<file path="src/sv/u16u8_pkg.sv">
`timescale 1ns / 1ps
`default_nettype none

package u16u8_pkg;

    localparam int unsigned ByteW    = 8;
    localparam int unsigned UnitW    = 16;
    localparam int unsigned HeldW    = 10;
    localparam int unsigned MaxBytes = 4;
    localparam int unsigned IdxW     = $clog2(MaxBytes);

    localparam logic [UnitW-1:0] HighSurBase = 16'hD800;
    localparam logic [UnitW-1:0] LowSurBase  = 16'hDC00;
    localparam logic [UnitW-1:0] SurEnd      = 16'hE000;
    localparam logic [UnitW-1:0] OneByteEnd  = 16'h0080;
    localparam logic [UnitW-1:0] TwoByteEnd  = 16'h0800;

    localparam logic [ByteW-1:0] Lead2   = 8'hC0;
    localparam logic [ByteW-1:0] Lead3   = 8'hE0;
    localparam logic [ByteW-1:0] Lead4   = 8'hF0;
    localparam logic [ByteW-1:0] ContTag = 8'h80;

    typedef logic [MaxBytes-1:0][ByteW-1:0] run_bytes_t;

    typedef struct packed {
        run_bytes_t             bytes;
        logic                   has_run;
        logic [IdxW-1:0]        last_idx;
        logic                   pending_next;
        logic [HeldW-1:0]       held_next;
    } enc_t;

endpackage

`default_nettype wire

</file>
<file path="src/sv/u16u8_encode.sv">
`timescale 1ns / 1ps
`default_nettype none

module u16u8_encode (
    input  wire logic [u16u8_pkg::ByteW-1:0] first_byte,
    input  wire logic [u16u8_pkg::ByteW-1:0] second_byte,
    input  wire logic                        little_endian,
    input  wire logic                        pending,
    input  wire logic [u16u8_pkg::HeldW-1:0] held,
    output u16u8_pkg::enc_t                  enc
);
    import u16u8_pkg::*;

    logic [UnitW-1:0] unit;
    logic [20:0]      cp;
    logic             is_high;
    logic             is_low;

    assign unit    = little_endian ? {second_byte, first_byte} : {first_byte, second_byte};
    assign is_high = (unit >= HighSurBase) && (unit < LowSurBase);
    assign is_low  = (unit >= LowSurBase) && (unit < SurEnd);
    assign cp      = {({1'b0, held} + 11'h040), unit[HeldW-1:0]};

    always_comb
    begin
        enc              = '0;
        enc.pending_next = 1'b0;
        enc.held_next    = '0;
        if (pending)
        begin
            if (is_low)
            begin
                enc.has_run  = 1'b1;
                enc.last_idx = 2'd3;
                enc.bytes[0] = Lead4 | {5'd0, cp[20:18]};
                enc.bytes[1] = ContTag | {2'd0, cp[17:12]};
                enc.bytes[2] = ContTag | {2'd0, cp[11:6]};
                enc.bytes[3] = ContTag | {2'd0, cp[5:0]};
            end
        end
        else if (is_high)
        begin
            enc.pending_next = 1'b1;
            enc.held_next    = unit[HeldW-1:0];
        end
        else if (unit < OneByteEnd)
        begin
            enc.has_run  = 1'b1;
            enc.last_idx = 2'd0;
            enc.bytes[0] = unit[ByteW-1:0];
        end
        else if (unit < TwoByteEnd)
        begin
            enc.has_run  = 1'b1;
            enc.last_idx = 2'd1;
            enc.bytes[0] = Lead2 | {3'd0, unit[10:6]};
            enc.bytes[1] = ContTag | {2'd0, unit[5:0]};
        end
        else
        begin
            enc.has_run  = 1'b1;
            enc.last_idx = 2'd2;
            enc.bytes[0] = Lead3 | {4'd0, unit[15:12]};
            enc.bytes[1] = ContTag | {2'd0, unit[11:6]};
            enc.bytes[2] = ContTag | {2'd0, unit[5:0]};
        end
    end

endmodule

`default_nettype wire

</file>
<file path="src/sv/utf16_to_utf8_converter.sv">
`timescale 1ns / 1ps
`default_nettype none

// Channel    Dir  Width  Contents
// s_axis     in   16     tdata: first_byte [7:0], second_byte [15:8]
// m_axis     out  8      tdata: utf8_byte [7:0]; tlast: last_of_run
// cfg        in   1      little_endian, written when cfg_we is high
//
// One UTF-8 byte leaves per cycle from the run register while m_axis is ready; a
// unit gives one to four bytes (none for a held high surrogate or a dropped unit),
// and the output port's one byte per cycle sets the rate.
// A new word is taken in the cycle the last byte of the previous run leaves.
// rst_n clears the run, the held surrogate and little_endian.
// A stalled m_axis holds the current byte and blocks s_axis.

module utf16_to_utf8_converter (
    input  wire logic                          clk,
    input  wire logic                          rst_n,
    input  wire logic                          s_axis_tvalid,
    output logic                               s_axis_tready,
    input  wire logic [2*u16u8_pkg::ByteW-1:0] s_axis_tdata,  // first_byte, second_byte
    output logic                               m_axis_tvalid,
    input  wire logic                          m_axis_tready,
    output logic [u16u8_pkg::ByteW-1:0]        m_axis_tdata,  // utf8_byte
    output logic                               m_axis_tlast,
    input  wire logic                          cfg_we,
    input  wire logic                          cfg_wdata
);
    import u16u8_pkg::*;

    enc_t             enc;
    logic             s_fire;
    logic             m_fire;
    logic             at_last;

    logic             little_endian_reg;
    logic             pending_reg;
    logic [HeldW-1:0] held_reg;
    logic             run_valid_reg, run_valid_next;
    logic [IdxW-1:0]  run_idx_reg, run_idx_next;
    logic [IdxW-1:0]  run_last_reg;
    run_bytes_t       run_bytes_reg;

    u16u8_encode u_encode (
        .first_byte    (s_axis_tdata[ByteW-1:0]),
        .second_byte   (s_axis_tdata[2*ByteW-1:ByteW]),
        .little_endian (little_endian_reg),
        .pending       (pending_reg),
        .held          (held_reg),
        .enc           (enc)
    );

    assign at_last       = (run_idx_reg == run_last_reg);
    assign m_axis_tvalid = run_valid_reg;
    assign m_axis_tdata  = run_bytes_reg[run_idx_reg];
    assign m_axis_tlast  = at_last;
    assign s_axis_tready = !run_valid_reg || (m_axis_tready && at_last);
    assign s_fire        = s_axis_tvalid && s_axis_tready;
    assign m_fire        = run_valid_reg && m_axis_tready;

    always_comb
    begin
        run_valid_next = run_valid_reg;
        run_idx_next   = run_idx_reg;
        if (s_fire)
        begin
            run_valid_next = enc.has_run;
            run_idx_next   = '0;
        end
        else if (m_fire)
        begin
            if (at_last)
            begin
                run_valid_next = 1'b0;
            end
            else
            begin
                run_idx_next = run_idx_reg + 1'b1;
            end
        end
    end

    always_ff @(posedge clk or negedge rst_n)
    begin
        if (!rst_n)
        begin
            little_endian_reg <= 1'b0;
            pending_reg       <= 1'b0;
            held_reg          <= '0;
            run_valid_reg     <= 1'b0;
            run_idx_reg       <= '0;
            run_last_reg      <= '0;
        end
        else
        begin
            if (cfg_we)
            begin
                little_endian_reg <= cfg_wdata;
            end
            run_valid_reg <= run_valid_next;
            run_idx_reg   <= run_idx_next;
            if (s_fire)
            begin
                pending_reg  <= enc.pending_next;
                held_reg     <= enc.held_next;
                run_last_reg <= enc.last_idx;
            end
        end
    end

    always_ff @(posedge clk)
    begin
        if (s_fire && enc.has_run)
        begin
            run_bytes_reg <= enc.bytes;
        end
    end

endmodule

`default_nettype wire

</file>
<file path="config.mk">
export PLATFORM = sky130hd
export DESIGN_NAME = utf16_to_utf8_converter
export DESIGN_NICKNAME = d
export VERILOG_FILES = /design/src/sv/u16u8_pkg.sv /design/src/sv/u16u8_encode.sv /design/src/sv/utf16_to_utf8_converter.sv
export SDC_FILE = /design/constraint.sdc
export NUM_CORES = 1
export LEC_CHECK = 0
export ABC_AREA = 1
export BUFFER_PORTS_ARGS = -buffer_cell sky130_fd_sc_hd__clkbuf_2
export CAP_MARGIN = 40
export CORE_MARGIN = 2
export CORE_UTILIZATION = 40
export DETAILED_ROUTE_END_ITERATION = 7
export HOLD_SLACK_MARGIN = 0.15
export PLACE_DENSITY = 0.55
export SLEW_MARGIN = 20
export SYNTH_ARGS = -nofsm -noshare
export SYNTH_HDL_FRONTEND = slang
export SYNTH_SLANG_ARGS = --single-unit
</file>
<file path="constraint.sdc">
create_clock -name clk -period 3.6 [get_ports clk]
set_clock_uncertainty 0.2 [all_clocks]
set_input_delay 0.18 -clock clk [delete_from_list [all_inputs] [get_ports clk]]
set_output_delay 0.18 -clock clk [all_outputs]
set_load 0.1 [all_outputs]
</file>
# ---- Word level (Yosys, flattened, before mapping)
# Cells that the tools add are included.
dict set report totals {
  in_bits 22
  wordCells 53
  rom_bits 0
  mem_bits_rw 0
  register_bits 49
  n_memories 0
  output_inout_bits 11
  latch_bits 0
}
dict set report op_classes {
  n_lt_le_gt_ge 7
  add_sub_neg 2
  n_mul 0
  reduce_logical 13
  eq_ne 2
  div_mod_pow 0
  bitwise_logic 0
  n_shift 0
  n_mux 18
}
# op n
set op_table {}
lappend op_table {{27-bit 2-to-1 mux} 2}
lappend op_table {{35-bit 2-to-1 mux} 1}
lappend op_table {{11-bit 2-to-1 mux} 3}
lappend op_table {{16-bit >= comparator, second input constant} 2}
lappend op_table {{16-bit less-than comparator, second input constant} 2}
lappend op_table {{16-bit 2-to-1 mux} 2}
lappend op_table {{17-bit 2-to-1 mux} 1}
lappend op_table {{8-bit binary-select mux with 2-bit select} 1}
lappend op_table {{16-bit by 12-bit less-than comparator with 1-bit output, second input constant} 1}
lappend op_table {{16-bit by 8-bit less-than comparator with 1-bit output, second input constant} 1}
lappend op_table {{8-bit 2-to-1 mux} 2}
lappend op_table {{10-bit by 7-bit adder with 11-bit output, second input constant} 1}
lappend op_table {{1-bit logical AND} 6}
lappend op_table {{2-bit 2-to-1 mux} 3}
lappend op_table {{2-bit AND reduction} 3}
lappend op_table {{2-bit nonzero test} 2}
lappend op_table {{2-bit by 3-bit less-than comparator with 1-bit output, second input constant} 1}
lappend op_table {{1-bit 2-to-1 mux} 3}
lappend op_table {{2-bit by 1-bit adder with 2-bit output, second input constant} 1}
lappend op_table {{2-bit equality test} 1}
lappend op_table {{2-bit inequality test, second input constant} 1}
lappend op_table {{1-bit zero test} 1}
lappend op_table {{1-bit logical OR} 1}

# ---- Logic depth before layout (Yosys ltp)
dict set report depth {
  depth_word 7
  depth_mapped 11
  depth_no_buf 11
}

# ---- Modules after synthesis
# Synthesis repeated with hierarchy kept, for this count alone.
dict set report unflattened {
  hier_cells 388
  area_unflattened_um2 3011.6
}
# mod instances seq_area_each_um2 cells_per_inst area_per_inst_um2
set modules_own_cells {}
lappend modules_own_cells {utf16_to_utf8_converter 1 1386.3 169 1971.9}
lappend modules_own_cells {u16u8_encode 1 0.0 219 1039.7}

# ---- Worst setup path before layout
# Ideal clock, no wire load.
dict set report synth_timing {
  kind {register to register}
  from {register run_valid_reg, in the netlist m_axis_tvalid}
  to {register run_bytes_reg[0] (netlist name) (enable)}
  synth_period_minus_slack_ns 3.235
  arrival_ns 2.621
  stages_incl_launch_ff 5
  setup_ns 0.415
  n_path_buf 1
  path_slack_ns 0.365
  cell_sequence {dfrtp_1 > nand2_1 > nand3_1 > clkbuf_1 > nor2_1}
}
dict set report synth_via {
  elab_chain_len 4
}
# item line
set synth_rtl {}
lappend synth_rtl {{start, declared} utf16_to_utf8_converter.sv:39} ;# logic run_valid_reg, run_valid_next;
lappend synth_rtl {{start signal, assigned} utf16_to_utf8_converter.sv:100} ;# run_valid_reg <= run_valid_next;
lappend synth_rtl {{1-bit zero test} utf16_to_utf8_converter.sv:57} ;# assign s_axis_tready = !run_valid_reg || (m_axis_tready && at_last);
lappend synth_rtl {{1-bit logical OR} utf16_to_utf8_converter.sv:57}
lappend synth_rtl {{1-bit logical AND} utf16_to_utf8_converter.sv:58} ;# assign s_fire = s_axis_tvalid && s_axis_tready;
lappend synth_rtl {{1-bit logical AND} utf16_to_utf8_converter.sv:113} ;# if (s_fire && enc.has_run)
lappend synth_rtl {{end signal, assigned} utf16_to_utf8_converter.sv:115} ;# run_bytes_reg <= enc.bytes;
lappend synth_rtl {{end, declared} utf16_to_utf8_converter.sv:42} ;# run_bytes_t run_bytes_reg;
# Every way passes these cells.
# A chain may end at the register's enable or synchronous reset.

# ---- Worst setup path in the final report
dict set report layout_timing {
  from {register little_endian_reg}
  to {register run_bytes_reg[19] (netlist name) (enable)}
}
dict set report layout_via {
  elab_chain_len 6
}
# item line
set layout_rtl {}
lappend layout_rtl {{start, declared} utf16_to_utf8_converter.sv:36} ;# logic little_endian_reg;
lappend layout_rtl {{start signal, assigned} utf16_to_utf8_converter.sv:98} ;# little_endian_reg <= cfg_wdata;
lappend layout_rtl {{16-bit 2-to-1 mux *} u16u8_encode.sv:19} ;# assign unit = little_endian ? {second_byte, first_byte} : {first_byte, second_byte};
lappend layout_rtl {{16-bit by 8-bit less-than comparator with 1-bit output (tied with other cells)} u16u8_encode.sv:46} ;# else if (unit < OneByteEnd)
lappend layout_rtl {{11-bit 2-to-1 mux (tied with other cells)} u16u8_encode.sv:46}
lappend layout_rtl {{27-bit 2-to-1 mux or 35-bit 2-to-1 mux (tied branches)} {u16u8_encode.sv:41, u16u8_encode.sv:31}}
lappend layout_rtl {{27-bit 2-to-1 mux *} u16u8_encode.sv:29} ;# if (pending)
lappend layout_rtl {{1-bit logical AND *} utf16_to_utf8_converter.sv:113}
# Every way passes the cells marked *; elsewhere a longest branch is shown, timed or not.

==> results summary <==
The CTS buffer count came out at 5. The flow ran to the end, and the final reports show no timing, DRC or antenna violations. The biggest area contributor in the post-synthesis netlist is sky130_fd_sc_hd__edfxtp_1. From synthesis to final layout, the design area changed by 14.4%. Timing analysis after detailed placement gives a worst setup slack of 0.628 ns. The slew at the pin closest to its max-slew limit came out at 0.808 ns.

The area share of the leading cell type in the synthesized netlist is 32.0%. The count of mapped cells out of synthesis is 330. The HPWL after detailed placement is 4.85 mm. The data arrival time of the critical path came out at 2.76 ns. The top fanout value on the critical path is 29.

The number of antenna violations at the first check in global routing is 0. The via count of the first global-routing pass came to 2022. In the final layout, flip-flops and latches occupy 1300 sq um. The die width came out at 86.4 um. In the routed design, unresolved DRC markers number 0. The shortest clock period the worst path allows after layout came out at 3.00 ns. The number of antenna cells inserted is 0. Cells fill 46.5% of the core in the end.

The global placement routability congestion is 0.866. The number of buffer cells added on primary ports is 32. The clock tree from TritonCTS is built. The number of different library cells used by synthesis comes to 31.

The antenna violation net count after detailed routing is 0. The floorplan has 30 rows. The maximum clock frequency came out at 333 MHz.

Of the cells placed in the final design, the portion with a size suffix greater than 1 is 22.0%. The number of flip-flops in the largest register came out at 29. The number of filler instances in the final layout came out at 671. The min-delay analysis places its worst path in the category in -> async. When the netlist entered floorplanning its net count stood at 353. The post-synth design cell area is 2720 sq um. The clock latency reported for the late side of the worst-skew pair is 0.30 ns. The design draws 2190 uW. The total setup violations reported at the end of the flow is 0. The number of hold-slack violations in the final timing report came out at 0.

For this design, the sink count on the clock tree is 46. The clock transition at the register clock pins on the worst setup and hold paths after CTS is 0.09 ns. Across the VDD grid, the largest voltage drop is 0.000183 V. The H-tree was split into 2 levels. After synthesis, the mean cell area works out to 8.24 sq um. The total count of max-transition violations in the final report is 0. The type of the setup path with the least slack is reg -> reg.

The worst hold-check slack is 0.146 ns. The kind of launch point of the worst setup path is a flop. The first-iteration detailed-routing DRC count came out at 203. After the last flow step, the layout net total stands at 394. Power spread over the standard cell area amounts to 705 nW/um^2. The worst max-slew margin expressed relative to the limit came out at 46.1%. Setup repair after global routing left no endpoint under its margin. The routed wire length per instance is 14.4 um. The multi-input combinational cells in the finished layout cover a total of 1220 sq um. The die covers 7470 sq um. For this run the aggregate overflow at the end of global routing stands at 0.

Entering global routing, the biggest net connects 30 pins. The number of vias per cell came out at 4.96. The core footprint came out at 6680 sq um. The starting density of the core came out at 40.7%. The all-layer global routing usage came out at 19.0%. Clock tree synthesis selected as its root buffer the cell sky130_fd_sc_hd__clkbuf_8. The top-level I/O count is 33. By area the synthesized netlist is led by sky130_fd_sc_hd__edfxtp_1, sky130_fd_sc_hd__dfrtp_1, sky130_fd_sc_hd__nand2_1. The maximum clock insertion buffer count is 2.

Leaving out fill and tap cells, the most frequent cell in the layout is sky130_fd_sc_hd__nand2_1. For this run, the detailed router's first-pass iteration total came to 4. Adding up every negative setup slack in the final design gives 0 ns. The fraction of the cycle the final worst path needs came out at 83.4%. The global-route wire length before repair came out at 10.9 mm. The static leakage came out at 0.00142 uW.

For this block, the via count after detailed routing is 2241. STA puts the critical path data required time at 3.36 ns. The kind of capture point of the worst setup path is a flop.

The number of warnings printed during yosys synthesis came out at 0. The total of flip-flops plus latches after synthesis came out at 46. The height of the die came out at 86.4 um.

The tool flagged a number of max-cap violations equal to 0. The total routed wirelength came out at 6.52 mm. The worst path meets setup with 0.598 ns of slack. Leaving out fill and tap cells, the most frequent cells in the layout are sky130_fd_sc_hd__nand2_1, sky130_fd_sc_hd__nor2_1, sky130_fd_sc_hd__clkbuf_2. The post-synthesis sequential area ratio came out at 47.7%.
metrics by stage:
stage,cell area [sq um],std cells
after detailed placement,2930,435
after CTS,3110,452
after global placement,2920,434
after floorplan,2720,330
final,3110,452
after global routing,3110,452
cells by family (layout without fill, tap and decap cells):
| group | after synthesis | in the layout | synth area share, % |
|---|---|---|---|
| adder cells (fa/ha/maj) | 1 | 1 | 0.460 |
| XOR/XNOR | 4 | 4 | 1.29 |
| buffers and inverters | 42 | 84 | 7.32 |
| flip-flops | 46 | 46 | 47.7 |
| AND/OR/NAND/NOR | 175 | 175 | 29.3 |
| AO/OA/AOI/OAI | 62 | 62 | 13.9 |
critical path: stages (launching register included):
cell and delay [ns]:
sky130_fd_sc_hd__dfrtp_1 0.87, sky130_fd_sc_hd__inv_2 0.27, sky130_fd_sc_hd__nand2_1 0.12, sky130_fd_sc_hd__nand2_1 0.08
sky130_fd_sc_hd__nand2_1 0.11, sky130_fd_sc_hd__nor2_4 0.06, sky130_fd_sc_hd__a21oi_4 0.35, sky130_fd_sc_hd__nor2_1 0.14
sky130_fd_sc_hd__nor2_2 0.10, sky130_fd_sc_hd__buf_4 0.34
area by class of cell:
class                      count  share of cell area [%]
clock buffer                   8                    2.90
inverter                      30                    3.62
multi-input combinational    242                    39.4
tap                           80                    3.22
timing repair buffer          46                    9.18
sequential                    46                    41.7
Yosys cell counts:
cell,instances
sky130_fd_sc_hd__nand2_1,88
sky130_fd_sc_hd__nor2_1,36
sky130_fd_sc_hd__edfxtp_1,29
sky130_fd_sc_hd__inv_1,26
sky130_fd_sc_hd__o21ai_0,26
sky130_fd_sc_hd__nand3_1,20
sky130_fd_sc_hd__dfrtp_1,17
sky130_fd_sc_hd__o21ai_2,10
sky130_fd_sc_hd__o22ai_1,10
sky130_fd_sc_hd__nand2_2,8
sky130_fd_sc_hd__o21ai_1,8
sky130_fd_sc_hd__nand4_1,6
sky130_fd_sc_hd__a21oi_1,5
sky130_fd_sc_hd__clkbuf_1,5
sky130_fd_sc_hd__buf_6,4
sky130_fd_sc_hd__inv_2,4
sky130_fd_sc_hd__nor2_2,4
sky130_fd_sc_hd__buf_4,3
sky130_fd_sc_hd__nand2_4,3
sky130_fd_sc_hd__nor2_4,3
sky130_fd_sc_hd__xnor2_1,3
sky130_fd_sc_hd__nand3_2,2
sky130_fd_sc_hd__or2_2,2
sky130_fd_sc_hd__a21boi_1,1
sky130_fd_sc_hd__a21oi_2,1
sky130_fd_sc_hd__a21oi_4,1
sky130_fd_sc_hd__ha_1,1
sky130_fd_sc_hd__nand3b_1,1
sky130_fd_sc_hd__nor3_1,1
sky130_fd_sc_hd__or2_1,1
sky130_fd_sc_hd__xor2_1,1
what timing repair did:
item	CTS	global route
endpoints found under the hold margin	22	0
setup buffers	0	0
resized for setup	0	0
hold buffers	9	0
layer usage:
metal  track usage [%]  up-vias  share of wire [%]
met2              28.6       46                 45
met3              2.95       12                3.1
met4              4.97        0                1.7
met1              28.5     1006                 50
li1                  -     1177                  -
met5                 0        -                  0
power breakdown:
part / switching [uW] / leakage, uW / internal [uW]
clock network: 165 / 0.0000455 / 157
registers: 65.2 / 0.000479 / 672
logic: 907 / 0.000893 / 227
final timing paths:
kind                                                    start  slack (ns)                          end  cells past startpoint
worst max-delay path            little_endian_reg$_DFFE_PN0P_        0.60  run_bytes_reg[19]$_DFFE_PP_                      9
worst min-delay path                                    rst_n        0.15    m_axis_tvalid$_DFFE_PN0P_                      2
worst max register to register  little_endian_reg$_DFFE_PN0P_        0.60  run_bytes_reg[19]$_DFFE_PP_                      9
worst min register to register        held_reg[0]$_DFFE_PN0P_        0.30      held_reg[0]$_DFFE_PN0P_                      2
max in group asynchronous                               rst_n        2.75      held_reg[4]$_DFFE_PN0P_                      2
min in group clk                              s_axis_tdata[8]        0.15      held_reg[0]$_DFFE_PN0P_                      3
Power figures use the tool's default switching activity.
